===== config.mk =====
export PLATFORM = sky130hd
export DESIGN_NAME = cclrn_front
export DESIGN_NICKNAME = d
export VERILOG_FILES = /design/src/rtl/cclrn_pkg.sv /design/src/rtl/cclrn_front.sv
export SDC_FILE = /design/constraint.sdc
export NUM_CORES = 2
export LEC_CHECK = 0
export BUFFER_PORTS_ARGS = -buffer_cell sky130_fd_sc_hd__buf_2
export CAP_MARGIN = 10
export CORE_ASPECT_RATIO = 1.2
export CORE_UTILIZATION = 53
export CTS_CLUSTER_DIAMETER = 30
export DETAILED_ROUTE_END_ITERATION = 8
export PLACE_DENSITY = 0.72
export SLEW_MARGIN = 20
export SYNTH_ARGS = -nofsm -noshare
export SYNTH_HDL_FRONTEND = slang
export SYNTH_SLANG_ARGS = --single-unit

===== constraint.sdc =====
create_clock -name aclk -period 7.57 [get_ports aclk]
set_input_delay 1.514 -clock aclk [delete_from_list [all_inputs] [get_ports aclk]]
set_output_delay 1.514 -clock aclk [all_outputs]
set_load 0.03 [all_outputs]

===== src/rtl/cclrn_pkg.sv =====
`timescale 1ns / 1ps
// ---------------------------------------------------------------------------
// cclrn_pkg: shared types and constants for cross-channel LRN
// Configuration, job and state types, count limits and the 2^-(2^-i) table.
// ---------------------------------------------------------------------------
package cclrn_pkg;

    localparam int MAX_WINDOW   = 15;
    localparam int MAX_CHANNELS = 1024;
    localparam int RING_DEPTH   = 16;
    localparam int RING_AW      = 4;
    localparam int CNT_W        = 11;
    localparam int SUM_W        = 36;
    localparam int LOG_FRAC     = 20;

    // register indexes of the configuration port
    localparam logic [1:0] CFG_ALPHA  = 2'd0;
    localparam logic [1:0] CFG_BETA   = 2'd1;
    localparam logic [1:0] CFG_WINDOW = 2'd2;

    typedef struct packed {
        logic [23:0] alpha;
        logic [15:0] beta;
        logic [3:0]  n;       // effective window size, 1..15
    } cfg_t;

    typedef struct packed {
        logic signed [15:0] x;
        logic [SUM_W-1:0]   sum;
        logic               last;
    } job_t;

    typedef enum logic [2:0] {
        F_IDLE, F_ADD, F_RD, F_SQ, F_SUB
    } front_state_t;

    typedef enum logic [3:0] {
        B_IDLE, B_MUL0, B_MUL1, B_DIV, B_NORM, B_LOG, B_POW, B_EXP, B_MAG, B_RND, B_DONE
    } back_state_t;

    typedef logic [LOG_FRAC-1:0][31:0] exp_tab_t;

    // floored integer square root, one result bit per pass
    function automatic logic [31:0] isqrt64(input logic [63:0] v);
        logic [63:0] vv;
        logic [63:0] res;
        logic [63:0] b;
        vv  = v;
        res = 64'd0;
        b   = 64'h4000_0000_0000_0000;
        for (int i = 0; i < 32; i++) begin
            if (vv >= res + b) begin
                vv  = vv - (res + b);
                res = (res >> 1) + b;
            end else begin
                res = res >> 1;
            end
            b = b >> 2;
        end
        return res[31:0];
    endfunction

    // entry i holds 2^-(2^-(i+1)) in Q0.32, each the root of the one before
    function automatic exp_tab_t exp_table();
        exp_tab_t    t;
        logic [31:0] c;
        c = isqrt64(64'h8000_0000_0000_0000);
        for (int i = 0; i < LOG_FRAC; i++) begin
            t[i] = c;
            c    = isqrt64({c, 32'h0});
        end
        return t;
    endfunction

    localparam exp_tab_t EXP_TAB = exp_table();

endpackage


===== src/rtl/cclrn_front.sv =====
`timescale 1ns / 1ps
`default_nettype none
// ---------------------------------------------------------------------------
// cclrn_front: sample intake and window bookkeeping
// Stores samples in the ring, keeps the running sum of squares and issues
// one normalization job per channel that becomes ready.
// ---------------------------------------------------------------------------
module cclrn_front import cclrn_pkg::*; (
    input  wire logic               aclk,
    input  wire logic               aresetn,
    input  wire cfg_t               cfg,
    input  wire logic signed [15:0] s_sample,
    input  wire logic               s_last_channel,
    input  wire logic               s_valid,
    output logic                    s_ready,
    output logic                    pixel_open,
    output job_t                    job,
    output logic                    job_push,
    input  wire logic               q_full
);

    logic [15:0]         ring_mem [RING_DEPTH];
    front_state_t        state_reg, state_next;
    logic [SUM_W-1:0]    sum_reg, sum_next;
    logic [CNT_W-1:0]    recv_reg, recv_next;
    logic [CNT_W-1:0]    emit_reg, emit_next;
    logic [RING_AW-1:0]  ptr_reg, ptr_next;
    logic [30:0]         sq_reg, sq_next;
    logic                flush_reg, flush_next;
    logic signed [15:0]  x_rd_reg, y_rd_reg;
    logic [2:0]          h;
    logic [CNT_W-1:0]    h_cnt;
    logic [CNT_W-1:0]    recv_inc;
    logic [CNT_W-1:0]    emit_inc;
    logic [RING_AW-1:0]  x_idx, y_idx;
    logic signed [31:0]  in_sq, y_sq;
    logic                accept;

    assign h        = cfg.n[3:1];
    assign h_cnt    = CNT_W'(h);
    assign recv_inc = recv_reg + 1'b1;
    assign emit_inc = emit_reg + 1'b1;
    assign x_idx    = ptr_reg - recv_reg[RING_AW-1:0] + emit_reg[RING_AW-1:0];
    assign y_idx    = x_idx - RING_AW'(h);
    assign in_sq    = s_sample * s_sample;
    assign y_sq     = y_rd_reg * y_rd_reg;
    assign accept   = s_valid && s_ready;
    assign pixel_open = (recv_reg != '0);

    assign job.x    = x_rd_reg;
    assign job.sum  = sum_reg;
    assign job.last = flush_reg && (emit_inc == recv_reg);

    // ring write on transfer, registered ring reads
    always_ff @(posedge aclk) begin
        if (accept) begin
            ring_mem[ptr_reg] <= s_sample;
        end
        if (state_reg == F_RD) begin
            x_rd_reg <= ring_mem[x_idx];
            y_rd_reg <= ring_mem[y_idx];
        end
    end

    // state and counters
    always_ff @(posedge aclk) begin
        if (!aresetn) begin
            state_reg <= F_IDLE;
            sum_reg   <= '0;
            recv_reg  <= '0;
            emit_reg  <= '0;
            ptr_reg   <= '0;
            flush_reg <= 1'b0;
        end else begin
            state_reg <= state_next;
            sum_reg   <= sum_next;
            recv_reg  <= recv_next;
            emit_reg  <= emit_next;
            ptr_reg   <= ptr_next;
            flush_reg <= flush_next;
        end
        sq_reg <= sq_next;
    end

    // next state: take sample, add square, then issue jobs one at a time
    always_comb begin
        state_next = state_reg;
        sum_next   = sum_reg;
        recv_next  = recv_reg;
        emit_next  = emit_reg;
        ptr_next   = ptr_reg;
        flush_next = flush_reg;
        sq_next    = sq_reg;
        s_ready    = 1'b0;
        job_push   = 1'b0;
        unique case (state_reg)
            F_IDLE: begin
                s_ready = 1'b1;
                if (s_valid) begin
                    ptr_next   = ptr_reg + 1'b1;
                    recv_next  = recv_inc;
                    flush_next = s_last_channel || (recv_inc >= CNT_W'(MAX_CHANNELS));
                    sq_next    = in_sq[30:0];
                    state_next = F_ADD;
                end
            end
            F_ADD: begin
                sum_next = sum_reg + SUM_W'(sq_reg);
                if (flush_reg || (recv_reg > h_cnt)) begin
                    state_next = F_RD;
                end else begin
                    state_next = F_IDLE;
                end
            end
            F_RD: begin
                state_next = F_SQ;
            end
            F_SQ: begin
                sq_next = y_sq[30:0];
                if (!q_full) begin
                    job_push   = 1'b1;
                    state_next = F_SUB;
                end
            end
            F_SUB: begin
                emit_next = emit_inc;
                if (emit_reg >= h_cnt) begin
                    sum_next = (sum_reg >= SUM_W'(sq_reg)) ? sum_reg - SUM_W'(sq_reg) : '0;
                end
                if (flush_reg && (emit_inc < recv_reg)) begin
                    state_next = F_RD;
                end else begin
                    state_next = F_IDLE;
                    if (flush_reg) begin
                        sum_next   = '0;
                        recv_next  = '0;
                        emit_next  = '0;
                        ptr_next   = '0;
                        flush_next = 1'b0;
                    end
                end
            end
            default: state_next = F_IDLE;
        endcase
    end

endmodule
`default_nettype wire


After elaboration in Yosys (flattened, before gate mapping):

Memory sizes are Yosys's and may differ from the RTL's. A register that Yosys moved wholly into a read port is not among the register bits.
Cells that the tools add are included.

* flip-flop bits (word level): 97
* RAM bits: 256
* input bits: 65
* word-level logic and storage cells: 76
* memories kept: 1

* $add $sub $neg: 8
* multipliers: 2
* $lt $le $gt $ge: 5
* equality and inequality tests: 9
* mux-type cells: 30
* reduce and logical (&&, ||, !) cells: 14

Memory list
* ring_mem: depth 16, width 16, rd ports 2, clocked after memory_dff 2, write ports 1, line cclrn_front.sv:22 `logic [15:0] ring_mem [RING_DEPTH];`

Operators with widths (number)
* $mux 36: 4
* $pmux 36 s2: 1
* $mul 16x16->31: 2
* $pmux 31 s2: 1
* $mux 11: 5
* $add 36x31->36: 1
* $ge 36x31->1: 1
* $sub 36x31->36: 1
* $mux 31: 1
* $add 11x1->11 const B: 2
* $pmux 11 s2: 1
* $pmux 3 s5: 1
* $mux 4: 3
* $eq 11x11->1: 1
* $ge 11x11->1 const B: 1
* $ge 11x3->1: 1
* $gt 11x3->1: 1
* $lt 11x11->1: 1
* $reduce_bool 11->1: 1
* $ne 2x2->1 const B: 4
* $pmux 4 s2: 1
* $mux 1: 7
* $eq 3x2->1 const B: 2
* $mux 3: 2
* other kinds (15): 22

Logic depth before layout (Yosys ltp):

* depth in word-level cells: 6
* mapped depth: 26
* mapped depth without buffers: 25

Worst setup path before layout:

Ideal clock, no wire load.

* path kind: input -> register
* from: input s_sample[5]
* to: register sq_reg[29] (data pin)
* library setup time: 0.268 ns
* arrival time: 7.086 ns
* data required time: 7.302 ns
* path slack: 0.217 ns
* cell stages on the path: 23
* path through: clkbuf_1 -> clkbuf_1 -> nand2_1 -> fa_1 -> fa_1 -> fa_1 -> inv_1 -> fa_1 -> fa_1 -> inv_1 -> fa_1 -> inv_1 -> ha_1 -> a21o_1 -> a211oi_1 -> o21ai_0 -> a221oi_1 -> a31oi_1 -> a21oi_1 -> o21ai_0 -> a31oi_1 -> xnor2_1 -> mux2i_1

* word-level cells in the longest chain between the ends: 3

RTL lines
* start: declaration: line cclrn_front.sv:12 `input wire logic signed [15:0] s_sample,`
* $mul 16x16->31: line cclrn_front.sv:45 `assign in_sq = s_sample * s_sample;`
* $mux 31: line cclrn_front.sv:99 `if (s_valid) begin`
* $pmux 31 s2: line cclrn_front.sv:96 `unique case (state_reg)`
* named net sq_next[29]: line cclrn_front.sv:28 `logic [30:0] sq_reg, sq_next;`
* end signal: assignment: line cclrn_front.sv:82 `sq_reg <= sq_next;`
* end: declaration: line cclrn_front.sv:28

The timed path passes the listed nets, and every way through them passes these cells. The select of a mux whose other input is x is not followed.
A chain may end at the register's enable or synchronous reset.

Worst setup path after layout:

* from: input s_sample[9]
* to: register sq_reg[30] (data pin)

Same word-level chain as after synthesis.

==> flow_metrics.tcl <==
set metrics [dict create \
    drc 0 \
    post_dp_cell_area_sq_um 41300 \
    r2r_cells 26 \
    arrival_ps 7710 \
    root_buffer "clkbuf_16" \
    rsz0062_at_grt "no" \
    cp-end-kind "flop" \
    clkLatencyLatePin_ps 630 \
    synth_seq_cells 384 \
    hold_violations 0 \
    status "complete, no violations" \
    area_delta_synth_final_pct 13.9 \
    synth_adder_area_share 0.325 \
    ys_warn_count 0 \
    nFillCells 5709 \
    fin_setup_tns_ps 0 \
    timing.rr.end "sq_reg[30]$_DFFE_PP_" \
    clock.fmax_ghz 0.137 \
    clkTransAtPathRegs_ps 40 \
    crit_path_start_kind "input pin" \
    worstSetupPathType "in -> reg" \
    ys_types 80 \
    die-area_sq_um 74100 \
    grt_max_degree 66 \
    track_usage 0.272 \
    fin_nets 4624 \
    finalCritPeriodShare 0.962 \
    drtIter0Drc 2521 \
    dp.cells 4682 \
    min_to "sum_reg[3]$_SDFFE_PN0P_" \
    wl_per_cell_um 20.4 \
    synthArstFlopShare 0 \
    cts.sinks 384 \
    vias 28274 \
    muxShareOfSynthArea 0.0852 \
    cts_tree "built" \
    cts_setup_buffers 0 \
    ys_seq_area_frac 0.281 \
    holdPathStages 2 \
    synth_area_sq_um 38700 \
    finalClockSkew_ps 20.7 \
    yosys.area_share.simple 0.0900 \
    synthesis.nets 4417 \
    period_needed_ps 7280 \
    final_cell_area_sq_um 44100 \
    syn_inst 3623 \
    hold_start "sum_reg[3]$_SDFFE_PN0P_" \
    synth_edf_count 318 \
    r2r-start "y_rd_reg[12]$_DFFE_PP_" \
    port_buffers 79 \
    die_h_um 298 \
    gp_congestion 0.963 \
    grt_pass1_vias 29630 \
    mostFrequentLayoutCell "inv_1" \
    numCtsBuffers 81 \
    htree_levels 3 \
    hp-class "reg -> reg" \
    routed_via_density 5.85 \
    syn_avg_cell_area_sq_um 10.7 \
    crit_chain "buf_2, buf_4, and2_1, fa_1, inv_1, fa_1, fa_1, fa_1, inv_1, fa_1, fa_1, ha_1, buf_4, and3_1, a32oi_1, o211a_1, o31a_1, or2_2, a21boi_0, o21ai_0, a311oi_1, a21o_1" \
    ant_nets 0 \
    firstDrtPassIters 6 \
    synth_top_family_by_area "adder cells" \
    reg2reg_slack_ps 330 \
    drive_above_1_share 0.152 \
    multi_input_area_sq_um 24600 \
    crit_path_max_incr_delay_ps 560 \
    hpwl_mm 72.7 \
    antenna_found_initial 3 \
    cts_max_path_buffers 3 \
    setup_viol 0 \
    layout_common_cells "737 x inv_1, 460 x fa_1, 318 x edfxtp_1" \
    die_x_um 249 \
    core_area_sq_um 72300 \
    synth_xor_area_frac 0.0317 \
    boundaryPins 121 \
    seqCellArea_sq_um 10900 \
    grt_first_pass_wirelength_mm 156 \
    start_util 0.535 \
    largest_reg_flops 256 \
    maxSlewHeadroom 0.207 \
    synth_flop_cell "edfxtp_1" \
    worstPathRequired_ps 8000 \
    timing.critical_path.slowest_stage_cell "fa_1" \
    grt-ovfl-total 0 \
    max_cap_violations 0 \
    core.rowCount 108 \
    drv_slew 0 \
    holdWs_ps 502 \
    crit_fanout 6 \
    tightest_slew_ps 1190 \
    synth_compound_area_frac 0.0993 \
    routed_wl_mm 98.4 \
    timing.critical_path.mode_cell "fa_1" \
    final_cells 4832 \
]
[synthesized netlist by cell type (9+ instances only)]
cell type	n	area share
a31o_2	9	0.0020
clkbuf_1	124	0.012
a221o_1	12	0.0031
xnor2_1	109	0.025
a21oi_1	163	0.021
nand2_1	235	0.023
o21ai_0	84	0.011
nand4_1	14	0.0023
fa_1	462	0.24
a22oi_1	14	0.0027
o21bai_1	18	0.0035
and3_1	14	0.0023
nor3_1	36	0.0047
dfxtp_1	66	0.034
a211oi_1	50	0.0097
buf_1	15	0.0015
o21a_1	18	0.0035
nand2b_1	27	0.0044
and2_1	74	0.012
buf_2	13	0.0017
nand3_1	27	0.0035
nor2_1	217	0.021
edfxtp_1	318	0.25
a31oi_1	23	0.0037
ha_1	267	0.086
a21o_1	47	0.0091
inv_1	737	0.071
o221ai_1	12	0.0027
o31ai_1	18	0.0035
or3_1	11	0.0018
mux4_2	128	0.074
nor2b_1	43	0.0070
mux2i_1	39	0.010
xor2_1	31	0.0070
[worst max-delay path by stage]
stage                             from              endpoint
after CTS                  s_sample[5]  sq_reg[29]$_DFFE_PP_
after floorplan            s_sample[5]  sq_reg[29]$_DFFE_PP_
after global placement     s_sample[5]  sq_reg[29]$_DFFE_PP_
after global routing      s_sample[12]  sq_reg[30]$_DFFE_PP_
after detailed placement   s_sample[5]  sq_reg[29]$_DFFE_PP_
final                      s_sample[9]  sq_reg[30]$_DFFE_PP_
[cells by family after synthesis]
family                   count (synthesis)
buffers and inverters                  895
AND/OR/NAND/NOR                        740
adder cells (fa/ha/maj)                729
AO/OA/AOI/OAI                          566
flip-flops                             384
multiplexers                           169
XOR/XNOR                               140
[through the flow]
stage	utilization	worst slack [ps]
5_1_grt	0.610	46.7
4_1_cts	0.610	322
2_1_floorplan	-	217
3_5_place_dp	0.571	-302
6_report	0.610	290
3_3_place_gp	0.571	-237
[repair_timing]
action / 4_1_cts / 5_1_grt
endpoints found under the hold margin: 0 / 0
resized for setup: 0 / 2
setup endpoints to repair: 0 / 1
hold buffers: 0 / 0
[layer usage]
layer	track usage	up-vias	share of wire
li1	-	12588	-
met4	0.140	0	0.053
met1	0.333	14207	0.38
met5	0	-	0
met2	0.472	1198	0.50
met3	0.0361	281	0.070
[layout make-up]
class | instances | area share
Clock inverter | 45 | 0.0133
Timing Repair Buffer | 278 | 0.0434
Multi-Input combinational cell | 2344 | 0.557
Clock buffer | 104 | 0.0495
Sequential cell | 384 | 0.247
Tap cell | 935 | 0.0265
Antenna cell | 1 | 0.0000568
Inverter | 741 | 0.0631
[worst max-delay path: cells and delay by family]
kind / cells / cell delay (ps)
buffers and inverters: 5 / 520
AND/OR/NAND/NOR: 3 / 640
adder cells (fa/ha/maj): 7 / 3280
AO/OA/AOI/OAI: 7 / 1730
Power is left out: the tool's default activity adds up to more than one toggle a clock period on the data nets, which glitch-free logic cannot reach.
