==> config.mk <==
export PLATFORM = sky130hd
export DESIGN_NAME = cclrn_queue
export DESIGN_NICKNAME = d
export VERILOG_FILES = /design/src/rtl/cclrn_pkg.sv /design/src/rtl/cclrn_queue.sv
export SDC_FILE = /design/constraint.sdc
export NUM_CORES = 1
export LEC_CHECK = 0
export CORE_UTILIZATION = 23
export CTS_CLUSTER_DIAMETER = 60
export CTS_CLUSTER_SIZE = 16
export DETAILED_ROUTE_END_ITERATION = 10
export DONT_BUFFER_PORTS = 1
export PLACE_DENSITY = 0.48
export SLEW_MARGIN = 20
export SYNTH_ARGS = -nofsm -noshare
export SYNTH_HDL_FRONTEND = slang
export SYNTH_SLANG_ARGS = --single-unit
export TNS_END_PERCENT = 20
==> constraint.sdc <==
create_clock -name aclk -period 3.03 [get_ports aclk]
set_input_delay 0.1515 -clock aclk [delete_from_list [all_inputs] [get_ports aclk]]
set_output_delay 0.1515 -clock aclk [all_outputs]
set_load 0.03 [all_outputs]
==> src/rtl/cclrn_pkg.sv <==
`timescale 1ns / 1ps
// ---------------------------------------------------------------------------
// cclrn_pkg: shared types and constants for cross-channel LRN
// Configuration, job and state types, count limits and the 2^-(2^-i) table.
// ---------------------------------------------------------------------------
package cclrn_pkg;

    localparam int MAX_WINDOW   = 15;
    localparam int MAX_CHANNELS = 1024;
    localparam int RING_DEPTH   = 16;
    localparam int RING_AW      = 4;
    localparam int CNT_W        = 11;
    localparam int SUM_W        = 36;
    localparam int LOG_FRAC     = 20;

    // register indexes of the configuration port
    localparam logic [1:0] CFG_ALPHA  = 2'd0;
    localparam logic [1:0] CFG_BETA   = 2'd1;
    localparam logic [1:0] CFG_WINDOW = 2'd2;

    typedef struct packed {
        logic [23:0] alpha;
        logic [15:0] beta;
        logic [3:0]  n;       // effective window size, 1..15
    } cfg_t;

    typedef struct packed {
        logic signed [15:0] x;
        logic [SUM_W-1:0]   sum;
        logic               last;
    } job_t;

    typedef enum logic [2:0] {
        F_IDLE, F_ADD, F_RD, F_SQ, F_SUB
    } front_state_t;

    typedef enum logic [3:0] {
        B_IDLE, B_MUL0, B_MUL1, B_DIV, B_NORM, B_LOG, B_POW, B_EXP, B_MAG, B_RND, B_DONE
    } back_state_t;

    typedef logic [LOG_FRAC-1:0][31:0] exp_tab_t;

    // floored integer square root, one result bit per pass
    function automatic logic [31:0] isqrt64(input logic [63:0] v);
        logic [63:0] vv;
        logic [63:0] res;
        logic [63:0] b;
        vv  = v;
        res = 64'd0;
        b   = 64'h4000_0000_0000_0000;
        for (int i = 0; i < 32; i++) begin
            if (vv >= res + b) begin
                vv  = vv - (res + b);
                res = (res >> 1) + b;
            end else begin
                res = res >> 1;
            end
            b = b >> 2;
        end
        return res[31:0];
    endfunction

    // entry i holds 2^-(2^-(i+1)) in Q0.32, each the root of the one before
    function automatic exp_tab_t exp_table();
        exp_tab_t    t;
        logic [31:0] c;
        c = isqrt64(64'h8000_0000_0000_0000);
        for (int i = 0; i < LOG_FRAC; i++) begin
            t[i] = c;
            c    = isqrt64({c, 32'h0});
        end
        return t;
    endfunction

    localparam exp_tab_t EXP_TAB = exp_table();

endpackage

==> src/rtl/cclrn_queue.sv <==
`timescale 1ns / 1ps
`default_nettype none
// ---------------------------------------------------------------------------
// cclrn_queue: two-entry job queue
// Decouples the intake side from the arithmetic side.
// ---------------------------------------------------------------------------
module cclrn_queue import cclrn_pkg::*; (
    input  wire logic aclk,
    input  wire logic aresetn,
    input  wire logic push,
    input  wire job_t push_data,
    output logic      full,
    input  wire logic pop,
    output job_t      pop_data,
    output logic      not_empty
);

    job_t       slot_reg [2];
    logic       wr_reg, wr_next;
    logic       rd_reg, rd_next;
    logic [1:0] cnt_reg, cnt_next;

    assign full      = (cnt_reg == 2'd2);
    assign not_empty = (cnt_reg != 2'd0);
    assign pop_data  = slot_reg[rd_reg];

    // advance pointers and count
    always_comb begin
        wr_next  = push ? ~wr_reg : wr_reg;
        rd_next  = pop ? ~rd_reg : rd_reg;
        cnt_next = cnt_reg + {1'b0, push} - {1'b0, pop};
    end

    always_ff @(posedge aclk) begin
        if (!aresetn) begin
            wr_reg  <= 1'b0;
            rd_reg  <= 1'b0;
            cnt_reg <= 2'd0;
        end else begin
            wr_reg  <= wr_next;
            rd_reg  <= rd_next;
            cnt_reg <= cnt_next;
        end
        if (push) begin
            slot_reg[wr_reg] <= push_data;
        end
    end

endmodule
`default_nettype wire

Yosys cells after proc, flatten, opt, wreduce, memory -nomap -nowiden
Memory sizes are Yosys's and may differ from the RTL's. A register that Yosys moved wholly into a read port is not among the register bits.
Cells that the tools add are included.
- add/subtract/negate cells: 2
- equal/unequal tests: 1
- mux-type cells: 4
- bitwise logic cells: 2
- reductions and logical operators: 1
- operators by type and width (cell ; number):
    $mux 1 ; 4
    $add 2x1->2 ; 1
    $eq 2x2->1 const B ; 1
    $not 1->1 ; 2
    $reduce_bool 2->1 ; 1
    $sub 2x1->2 ; 1
- register bits: 4
- memory bits (writable): 106
- input port bits: 57
- output and inout port bits: 55
- logic and storage cells: 14
- memories: 1
- memory list (memory ; words ; bits a word ; read ports ; clocked after memory_dff ; wr ports ; RTL line ; RTL):
    slot_reg ; 2 ; 53 ; 1 ; 1 ; 1 ; cclrn_queue.sv:18 ; job_t slot_reg [2];

Logic depth before layout (Yosys ltp)
Gate-level depths: netlist (run 1).
- word-level depth: 3
- gate-level depth with buffers: 6
- depth with buffers taken out: 6

Worst setup path after synthesis (run 1)
Ideal clock, no wire load.
- path kind: register -> register
- start: register wr_reg
- end: memory slot_reg[0][0] (netlist name) (enable)
- setup time: 0.471 ns
- arrival: 2.693 ns
- data required time: 2.559 ns
- setup slack: -0.134 ns
- stages on the path, launching flop included: 2
- path buffers: 0
- period minus slack after synthesis: 3.164 ns
- path through: dfxtp_1 > nor2b_1
- RTL lines (item ; RTL line ; RTL):
    from (decl) ; cclrn_queue.sv:19 ; logic wr_reg, wr_next;
    from (signal assigned) ; cclrn_queue.sv:40 ; wr_reg <= wr_next;
    to (decl) ; cclrn_queue.sv:18 ;
No word-level cell before the write port.

==> summary.txt, run 1 <==
Place
  • Global placer's final weighted congestion: 0.645
  • Setup WS pre-CTS: 1.30 ns
  • Total instance count after detailed placement: 412
  • Buffers on Ports: 0
  • Post-Place Cell Area: 0.00455 mm2
  • DP Wirelength: 4700 um

Worst setup path
  • CP endpoint kind: output pin
  • Nature of the critical path startpoint: flip-flop
  • R2r endpoint: slot_reg[1][31]
  • Required @ worst endpoint: 2.88 ns
  • Standard cell with the maximum stage delay on the critical path: sky130_fd_sc_hd__dfxtp_4
  • Maximum fanout count along the critical path: 28
  • Worst reg-to-reg setup slack: 1.33 ns
  • Depth of the worst register-to-register path: 2
  • Worst setup path category: flip-flop to output pin
  • Arrival time of data at the critical path endpoint: 1.80 ns
  • Worst reg2reg startpoint: wr_reg
  • Worst-path cell chain: buf_12 -> mux2_2
  • Worst path max stage delay: 0.69 ns

CTS
  • Total clock buffers created by CTS: 9
  • Total clock sinks: 111
  • Maximum buffer depth of the clock tree: 2
  • Insertion delay to the later sink of the worst-skew pair: 0.34 ns
  • Clock tree from TritonCTS: yes
  • Clock root buffer: sky130_fd_sc_hd__clkbuf_16
  • Clock slew seen by the registers of the worst setup and hold paths: 0.07 ns
  • Depth of the CTS H-tree: 3

Final layout
  • Area taken by multi-input logic gates: 913 um2
  • Area growth, synth to finish: 24.8%
  • Layout fillers: 1795
  • Area occupied by registers: 0.00329 mm2
  • Max FFs per register: 106
  • Number of nets in the layout: 307
  • Final instance area: 0.00537 mm2
  • Share of final-layout standard cells stronger than drive strength 1: 0.286
  • Number of non-filler instances in the completed layout: 481
  • Diode insertion count for antenna repair: 0
  • Final design utilization: 0.296

Worst hold path
  • Destination of the worst hold path: wr_reg
  • Hold Path Cell Cnt: 2
  • Worst hold start: push
  • Hold Path Class: input port to flip-flop

STA
  • Headroom to the max-slew limit: 0.430
  • Final max-slew violation count: 0
  • Unrepaired setup endpoints after global routing: no
  • Final worst slack: 1.08 ns
  • Total count of hold-check failures in the final report: 0
  • Final setup violation count: 0
  • Peak clock frequency supported by timing: 512 MHz
  • Clock period minus worst slack: 1.95 ns
  • Setup Skew: 0.00633 ns
  • Tightest Pin Transition: 0.852 ns
  • Sum of negative setup slack: 0 ns
  • Final critical-path share of the clock period: 0.645

Detailed routing
  • Vias per cell: 3.75
  • Overall via count from detail_route: 1806
  • Total DRC errors in the routed layout: 9
  • Pre-Repair DR Iteration Count: 7
  • Remaining number of nets flagged by the antenna check after routing: 0
  • WL/cell: 14.9 um
  • Wire length reported by the detailed router: 7190 um
  • Detailed router's first-iteration violation count: 132

Die
  • FP Rows: 49
  • Starting utilization of the core area: 0.237
  • Die outline area: 0.0193 mm2
  • Chip width: 139 um
  • Core Region: 0.0181 mm2
  • Height of the die: 139 um
  • Number of top-level design ports: 112

Yosys
  • Post-Syn Instances: 186
  • Post-synthesis mux area share: 0.182
  • Share of the synthesized netlist area taken by xor and xnor gates: 0.00726
  • Synth Cell Area: 0.00431 mm2
  • Seq/Total Area, Yosys: 0.762
  • Adder-cell area share of the yosys netlist: 0.00581
  • Average cell area after synthesis: 23.2 um2
  • Net count of the mapped netlist: 245
  • Simple-gate area share of the yosys netlist: 0.0131
  • #FFs+latches synth: 111
  • Largest family of logic cells by synthesized area: multiplexers
  • Number of warnings reported in the yosys synthesis log: 0
  • Area fraction of the dominant cell type after synthesis: 0.739
  • Dominant cells by area after synthesis: sky130_fd_sc_hd__edfxtp_1 (74%), sky130_fd_sc_hd__mux2_4 (17%), sky130_fd_sc_hd__buf_12 (2.3%)
  • Netlist cell types: 14
  • Leading area contributor after synthesis: sky130_fd_sc_hd__edfxtp_1
  • Compound-Gate Fraction of Synth Area: 0.00174

Global route
  • Remaining global-route overflow: 0
  • Vias in the first global route: 2004
  • Global-route wire length before repair: 11500 um
  • Overall track demand over capacity in global routing: 0.0806
  • Antenna violations before repair: 0
  • Maximum number of pins on one net before global-route repair: 29

Power
  • Total power density per cell area: 636 mW/mm2
  • Static Leak: 1.88 nW
  • Worst ir drop on vdd: 0.258 mV

Job
  • Max-capacitance violation count: 0

Status
  • Violations in the final reports: design-rule violations
  • Result of the run: finished with violations
==> worst max-delay path: cells and delay by family, from the launching register on <==
kind     cells  cell delay (ns)
mux          1             0.45
flops        1             0.69
buf+inv      1             0.30
==> layout make-up <==
cell class,instances,area share
timing repair buffer,57,0.112
clock buffer,10,0.0426
clock inverter,5,0.00931
tap,229,0.0533
inverter,2,0.00140
sequential,111,0.612
multi-input combinational,67,0.170
==> kinds of logic (layout without fill, tap and decap cells) <==
family | Yosys count | after routing
flip-flops | 111 | 111
buffers and inverters | 8 | 74
multiplexers | 53 | 53
XOR/XNOR | 2 | 2
AO/OA/AOI/OAI | 1 | 1
AND/OR/NAND/NOR | 9 | 9
adder cells (fa/ha/maj) | 2 | 2
==> cells in the mapped netlist (all sizes together) <==
library cell / instances
and2: 4
buf: 6
dfxtp: 5
edfxtp: 106
ha: 2
inv: 2
mux2: 53
nor2b: 4
o21a: 1
or2: 1
xnor3: 1
xor2: 1
==> metrics by stage <==
stage	hold slack [ns]	power [mW]
4_1_cts	0.00148	3.49
5_1_grt	0.0246	3.56
3_3_place_gp	0.250	2.28
3_5_place_dp	0.250	2.29
6_report	0.0234	3.42
2_1_floorplan	0.250	2.25
==> cells in the final DEF (no fill, tap or decap), types with 2 or more instances in the layout <==
master	instances
sky130_fd_sc_hd__edfxtp_1	106
sky130_fd_sc_hd__dlygate4sd3_1	54
sky130_fd_sc_hd__mux2_4	50
sky130_fd_sc_hd__clkbuf_16	9
sky130_fd_sc_hd__dfxtp_1	4
sky130_fd_sc_hd__mux2_2	3
sky130_fd_sc_hd__and2_1	3
sky130_fd_sc_hd__nor2b_1	3
sky130_fd_sc_hd__buf_12	3
sky130_fd_sc_hd__inv_1	2
sky130_fd_sc_hd__ha_1	2
sky130_fd_sc_hd__clkinv_1	2
==> report_power, final <==
| part | switching (mW) | internal, mW | total, mW | leakage (nW) |
|---|---|---|---|---|
| Combinational | 0.285 | 0.206 | 0.491 | 0.712 |
| Sequential | 0.0419 | 1.77 | 1.81 | 1.04 |
| Clock | 0.485 | 0.629 | 1.11 | 0.133 |
==> metal layers <==
layer,GRT usage,part of all wire,vias to the layer above
met3,0.0421,0.086,8
met5,0,0,-
li1,-,-,845
met1,0.0924,0.43,885
met2,0.124,0.46,68
met4,0.0386,0.016,0
==> repair_timing <==
item	4_1_cts	5_1_grt
hold buffers	54	0
buffers inserted	0	0
gates resized for setup	0	0
endpoints found under the hold margin	111	0
endpoints found under the setup margin	0	0
==> how the worst max path moves through the flow <==
stage	endpoint	startpoint
floorplan	slot_reg[0][0]	wr_reg
global placement	slot_reg[1][1]	wr_reg
detailed placement	slot_reg[1][1]	wr_reg
CTS	pop_data[52]	flip-flop
global route	pop_data[52]	flip-flop
finish	pop_data[52]	flip-flop
No activity file was read; power rests on OpenSTA's default activity.
==> run 2, diff against run 1 <==
==> constraint.sdc (replaced) <==
create_clock -name aclk -period 1.75 [get_ports aclk]
set_input_delay 0.0875 -clock aclk [delete_from_list [all_inputs] [get_ports aclk]]
set_output_delay 0.0875 -clock aclk [all_outputs]
set_load 0.03 [all_outputs]
==> run 2 against run 1 <==
The flow still finishes with violations (design-rule violations). Clock skew decreased by 0.0030 ns. Final area increased by 0.93%. Clock power increased by 74%. Combinational power increased by 80%. Non-clock buffer count increased by 6. Power increased by 73%. Cell count increased by 1.0%. Sequential share of layout area decreased by 0.56 points. Critical path depth unchanged. Sequential power increased by 72%. Critical path type unchanged.
==> summary.txt, run 2 (synthesized netlist as in run 1, its figures left out) <==
Global route
  • Global-route wire length before repair: 11400 um (-1.0%)
  • Vias in the first global route: 2090 (+4.3%)
  • Maximum number of pins on one net before global-route repair: 49 (+69%)
  • Remaining global-route overflow: 0 (unchanged)
  • Overall track demand over capacity in global routing: 0.0827 (+0.00211)
  • Antenna violations before repair: 0 (unchanged)

Final layout
  • Final instance area: 0.00542 mm2 (+0.93%)
  • Max FFs per register: 106 (unchanged)
  • Diode insertion count for antenna repair: 0 (unchanged)
  • Area occupied by registers: 0.00329 mm2 (unchanged)
  • Area taken by multi-input logic gates: 913 um2 (unchanged)
  • Layout fillers: 1794 (-0.056%)
  • Commonest non-fill, non-tap cells in the layout: sky130_fd_sc_hd__edfxtp_1 (106), sky130_fd_sc_hd__dlygate4sd3_1 (57), sky130_fd_sc_hd__mux2_4 (50)
  • Share of final-layout standard cells stronger than drive strength 1: 0.296 (+0.0100)
  • Area growth, synth to finish: 25.9%
  • Number of nets in the layout: 313 (+2.0%)
  • Leading cell type in the layout, fill and taps excluded: sky130_fd_sc_hd__edfxtp_1

Detailed routing
  • WL/cell: 15.4 um (+3.0%)
  • Vias per cell: 3.86 (+2.9%)
  • Total DRC errors in the routed layout: 7 (-2)
  • Pre-Repair DR Iteration Count: 9 (+2)
  • Wire length reported by the detailed router: 7480 um (+4.1%)
  • Overall via count from detail_route: 1877 (+3.9%)
  • Remaining number of nets flagged by the antenna check after routing: 0 (unchanged)
  • Detailed router's first-iteration violation count: 82 (-38%)

Power
  • Total power density per cell area: 1090 mW/mm2 (+72%)
  • Int Pwr: 4.52 mW (+73%)
  • Net switching fraction of the power: 0.238 (+0.000710)
  • Clock share of power: 0.325 (about the same)
  • Worst ir drop on vdd: 0.426 mV (+65%)
  • Switching pwr: 1.41 mW (+74%)
  • Static Leak: 1.91 nW (+1.6%)
  • Proportion of power drawn by combinational gates: 0.149 (+0.005)
  • Share of power burned in registers: 0.526 (-0.005)

Worst setup path
  • Arrival time of data at the critical path endpoint: 1.55 ns (-0.25 ns)
  • Total buffers and inverters traversed by the critical path: 1 (unchanged)
  • Worst setup path category: flip-flop to output pin
  • Worst path max stage delay: 0.47 ns (-0.22 ns)
  • Nature of the critical path startpoint: flip-flop
  • R2r endpoint: wr_reg
  • Worst-path cell chain: buf_4 -> mux2_4
  • Maximum fanout count along the critical path: 15 (-46%)
  • Worst reg-to-reg setup slack: 0.41 ns (-0.92 ns)
  • Required @ worst endpoint: 1.66 ns (-1.22 ns)
  • Top cell family by delay on the critical path: flip-flops
  • Standard cell with the maximum stage delay on the critical path: sky130_fd_sc_hd__dfxtp_4
  • Depth of the worst register-to-register path: 3 (+1)
  • Worst reg2reg startpoint: wr_reg
  • CP endpoint kind: output pin

Status
  • Result of the run: finished with violations
  • Violations in the final reports: design-rule violations

Die
  • Core Region: 0.0181 mm2 (unchanged)
  • FP Rows: 49 (unchanged)
  • Number of top-level design ports: 112 (unchanged)
  • Starting utilization of the core area: 0.237 (unchanged)
  • Height of the die: 139 um (unchanged)
  • Die outline area: 0.0193 mm2 (unchanged)
  • Chip width: 139 um (unchanged)

CTS
  • Maximum buffer depth of the clock tree: 2 (unchanged)
  • Clock root buffer: sky130_fd_sc_hd__clkbuf_16
  • Depth of the CTS H-tree: 3 (unchanged)
  • Clock tree from TritonCTS: yes
  • Insertion delay to the later sink of the worst-skew pair: 0.34 ns (about the same)
  • Total clock sinks: 111 (unchanged)
  • Clock slew seen by the registers of the worst setup and hold paths: 0.06 ns (about the same)
  • Total clock buffers created by CTS: 9 (unchanged)

STA
  • Unrepaired setup endpoints after global routing: no
  • Setup Skew: 0.00333 ns (-0.00299 ns)
  • Final setup violation count: 0 (unchanged)
  • Final critical-path share of the clock period: 0.937
  • Peak clock frequency supported by timing: 610 MHz
  • Headroom to the max-slew limit: 0.618 (+0.187)
  • Final max-slew violation count: 0 (unchanged)
  • Clock period minus worst slack: 1.64 ns
  • Sum of negative setup slack: 0 ns (unchanged)
  • Total count of hold-check failures in the final report: 0 (unchanged)
  • Tightest Pin Transition: 0.572 ns (-0.280 ns)

Place
  • Post-Place Cell Area: 0.00458 mm2 (+0.49%)
  • DP Wirelength: 4780 um (+1.7%)
  • Global placer's final weighted congestion: 0.612 (-5.1%)
  • Buffers on Ports: 0 (unchanged)

Worst hold path
  • Hold Path Cell Cnt: 1 (-1)
  • Worst hold start: push
  • Destination of the worst hold path: slot_reg[0][1]
  • Hold Path Class: input port to flip-flop

Job
  • Max-capacitance violation count: 0 (unchanged)
-- run 2: cell types whose count changed in the layout (fill, tap and decap cells not counted), sizes merged --
cell / previous run / this run
buf: 3 / 6
clkbuf: 10 / 9
dlygate4sd3: 54 / 57
-- run 2: metal layers --
layer	GRT usage	up-vias	share of wire	wire length (um)
li1	-	858	-	-
met1	0.0859	948	0.38	2860
met2	0.141	61	0.53	3970
met3	0.0345	10	0.064	480
met4	0.0474	0	0.022	164
met5	0	-	0	0
-- run 2: per-stage QoR --
step	hold slack (ns)	power (mW)	std cells	util	worst slack [ns]
after CTS	0.0445	6.06	486	0.299	0.0542
after global placement	0.186	3.95	415	0.252	0.459
after global routing	0.0477	6.19	486	0.299	0.0182
final	0.0617	5.93	486	0.299	0.111
after floorplan	0.186	3.89	186	-	-0.315
after detailed placement	0.186	3.97	415	0.252	0.448
-- run 2: worst max-delay path by stage --
stage | startpoint | to | depth (start not counted)
after floorplan | wr_reg | slot_reg[1][0] | 1
after global placement | flip-flop | pop_data[26] | 2
after detailed placement | flip-flop | pop_data[26] | 2
after CTS | flip-flop | pop_data[26] | 2
after global routing | flip-flop | pop_data[26] | 2
final | flip-flop | pop_data[26] | 2
-- run 2: layout make-up --
class | instances | area share
multi-input combinational | 67 | 0.168
clock inverter | 5 | 0.00946
timing repair buffer | 63 | 0.120
clock buffer | 9 | 0.0415
inverter | 2 | 0.00138
sequential | 111 | 0.606
tap | 229 | 0.0528
-- run 2: power groups by stage --
stage	sequential, mW	clock [mW]	combinational [mW]
after floorplan	3.16	0	0.730
after global placement	3.18	0	0.775
after detailed placement	3.19	0	0.781
after CTS	3.12	2.03	0.904
after global routing	3.13	2.12	0.935
final	3.12	1.93	0.882
-- run 2: timing repair --
item	CTS	global route
buffers inserted	0	0
endpoints found under the hold margin	111	0
hold buffers	57	0
resized for setup	0	0
==> run 3, diff against run 2 <==
--- a/config.mk
+++ b/config.mk
@@ -10,6 +10,7 @@
 export CTS_CLUSTER_SIZE = 16
 export DETAILED_ROUTE_END_ITERATION = 10
 export DONT_BUFFER_PORTS = 1
+export GPL_TIMING_DRIVEN = 0
 export PLACE_DENSITY = 0.48
 export SLEW_MARGIN = 20
 export SYNTH_ARGS = -nofsm -noshare
==> run 3 against run 2 <==
The flow still finishes with violations (design-rule violations). Flip-flop and latch count stayed put. Die area is the same. Routed wire length rose by 2.7%. Final area up 1.6%. Worst setup slack improved by 0.15 ns. Highest routed layer unchanged.
==> summary.txt, run 3 (synthesized netlist as in run 1, its figures left out) <==
Worst setup path
  • Arrival time of data at the critical path endpoint: 1.40 ns (-0.15 ns)
  • Maximum fanout count along the critical path: 10 (-5)
  • Worst path max stage delay: 0.37 ns (-0.10 ns)
  • Worst reg2reg startpoint: wr_reg
  • Required @ worst endpoint: 1.66 ns (about the same)
  • Nature of the critical path startpoint: flip-flop
  • Depth of the worst register-to-register path: 2 (-1)
  • CP endpoint kind: output pin
  • R2r endpoint: slot_reg[0][43]
  • Total buffers and inverters traversed by the critical path: 2 (+1)
  • Worst-path cell chain: buf_6 -> buf_12 -> mux2_4
  • Standard cell with the maximum stage delay on the critical path: sky130_fd_sc_hd__mux2_4
  • Worst reg-to-reg setup slack: 0.28 ns (-0.13 ns)
  • Top cell family by delay on the critical path: multiplexers
  • Worst setup path category: flip-flop to output pin

Worst hold path
  • Destination of the worst hold path: slot_reg[0][7]
  • Worst hold start: push
  • Hold Path Class: input port to flip-flop
  • Hold Path Cell Cnt: 1 (unchanged)

Final layout
  • Number of non-filler instances in the completed layout: 490 (+0.82%)
  • Diode insertion count for antenna repair: 0 (unchanged)
  • Number of nets in the layout: 315 (+0.64%)
  • Final instance area: 0.00551 mm2 (+1.6%)
  • Leading cell type in the layout, fill and taps excluded: sky130_fd_sc_hd__edfxtp_1
  • Commonest non-fill, non-tap cells in the layout: sky130_fd_sc_hd__edfxtp_1 (106), sky130_fd_sc_hd__dlygate4sd3_1 (56), sky130_fd_sc_hd__mux2_4 (50)
  • Area growth, synth to finish: 28.0%
  • Layout fillers: 1789 (-0.28%)
  • Max FFs per register: 106 (unchanged)
  • Share of final-layout standard cells stronger than drive strength 1: 0.310 (+0.0146)

Die
  • FP Rows: 49 (unchanged)
  • Height of the die: 139 um (unchanged)
  • Die outline area: 0.0193 mm2 (unchanged)
  • Core Region: 0.0181 mm2 (unchanged)
  • Number of top-level design ports: 112 (unchanged)
  • Chip width: 139 um (unchanged)
  • Starting utilization of the core area: 0.237 (unchanged)

CTS
  • Depth of the CTS H-tree: 3 (unchanged)
  • Insertion delay to the later sink of the worst-skew pair: 0.34 ns (about the same)
  • Clock tree from TritonCTS: yes
  • Setup repair bufs after CTS: 0 (unchanged)
  • Total clock sinks: 111 (unchanged)
  • Clock root buffer: sky130_fd_sc_hd__clkbuf_16
  • Total clock buffers created by CTS: 9 (unchanged)
  • Clock slew seen by the registers of the worst setup and hold paths: 0.07 ns (about the same)
  • Maximum buffer depth of the clock tree: 2 (unchanged)

Global route
  • Maximum number of pins on one net before global-route repair: 31 (-37%)
  • Global-route wire length before repair: 11700 um (+2.8%)
  • Overall track demand over capacity in global routing: 0.0843 (+0.00157)
  • Met1 Track Usage GR: 0.0888 (+0.00284)
  • Routing layer with the top usage in global route: met2
  • Antenna violations before repair: 0 (unchanged)
  • Vias in the first global route: 2070 (-0.96%)
  • Global Route met3 Usage: 0.0338 (-0.000691)
  • Remaining global-route overflow: 0 (unchanged)
  • Fraction of met2 tracks used by global routing: 0.147 (+0.00585)

Detailed routing
  • Remaining number of nets flagged by the antenna check after routing: 0 (unchanged)
  • Detailed router's first-iteration violation count: 90 (+9.8%)
  • Pre-Repair DR Iteration Count: 7 (-2)
  • Total DRC errors in the routed layout: 15 (+8)
  • Vias per cell: 3.82 (-1.1%)
  • Wire length reported by the detailed router: 7680 um (+2.7%)
  • WL/cell: 15.7 um (+1.9%)
  • Overall via count from detail_route: 1871 (-0.32%)

STA
  • Setup Skew: 0.00615 ns (+0.00282 ns)
  • Final critical-path share of the clock period: 0.853 (-0.0840)
  • Final setup violation count: 0 (unchanged)
  • Fin Hold WS: 0.145 ns (+0.0833 ns)
  • Unrepaired setup endpoints after global routing: no
  • Clock period minus worst slack: 1.49 ns (-0.147 ns)
  • Final max-slew violation count: 0 (unchanged)
  • Tightest Pin Transition: 0.664 ns (+0.0916 ns)
  • Total count of hold-check failures in the final report: 0 (unchanged)
  • Peak clock frequency supported by timing: 670 MHz (+9.8%)
  • Final worst slack: 0.258 ns (+0.147 ns)
  • Headroom to the max-slew limit: 0.556 (-0.0612)

Place
  • Post-Place Cell Area: 0.00467 mm2 (+2.1%)
  • DP Wirelength: 5100 um (+6.9%)
  • Total instance count after detailed placement: 418 (+0.72%)
  • Setup WS pre-CTS: 0.221 ns (-0.227 ns)
  • Global placer's final weighted congestion: 0.562 (-8.3%)
  • Buffers on Ports: 0 (unchanged)

Power
  • Total power density per cell area: 1090 mW/mm2 (-0.58%)
  • Static Leak: 1.94 nW (+1.6%)
  • Total chip power: 5.99 mW (+1.0%)
  • Worst ir drop on vdd: 0.404 mV (-5.1%)

Status
  • Result of the run: finished with violations
  • Violations in the final reports: design-rule violations

Job
  • Max-capacitance violation count: 0 (unchanged)
[run 3: area by class of cell]
| cell class | instances | area [um2] | area share |
|---|---|---|---|
| Multi-Input combinational cell | 67 | 915 | 0.166 |
| Clock buffer | 9 | 225 | 0.0409 |
| Tap cell | 229 | 287 | 0.0520 |
| Timing Repair Buffer | 59 | 628 | 0.114 |
| Buffer | 6 | 111 | 0.0202 |
| Clock inverter | 7 | 55.1 | 0.00999 |
| Inverter | 2 | 7.51 | 0.00136 |
| Sequential cell | 111 | 3280 | 0.596 |
[run 3: power by group]
part           leakage (nW)  internal, mW  switching (mW)
registers              1.04          3.07          0.0407
clock network         0.133         0.982           0.953
logic                 0.774         0.408           0.544
[run 3: what timing repair did]
action	CTS	global route
hold buffers	56	0
gates resized for setup	0	0
hold endpoints to repair	111	0
[run 3: worst reg2reg max path, cell delays in order, from the launching register on]
cell,delay [ns]
sky130_fd_sc_hd__dfxtp_1,0.35
sky130_fd_sc_hd__nor2b_4,0.55
sky130_fd_sc_hd__buf_12,0.27
[run 3: per-layer routing]
metal	wire length (um)	part of all wire
met1	3090	0.40
met2	4040	0.53
met3	451	0.059
met4	99	0.013
met5	0	0
[run 3: worst max path at each step]
stage                            to  slack [ns]  depth (start not counted)
floorplan            slot_reg[1][0]       -0.32                          1
global placement    slot_reg[1][48]       -1.21                          1
detailed placement  slot_reg[0][48]        0.22                          2
CTS                 slot_reg[0][43]        0.20                          2
global route        slot_reg[0][40]        0.15                          2
finish                 pop_data[43]        0.26                          3
[run 3: per-stage QoR]
stage	util	setup TNS [ns]
floorplan	-	-16.71
global placement	0.254	-83.25
detailed placement	0.257	0
CTS	0.304	0
global route	0.304	0
finish	0.304	0
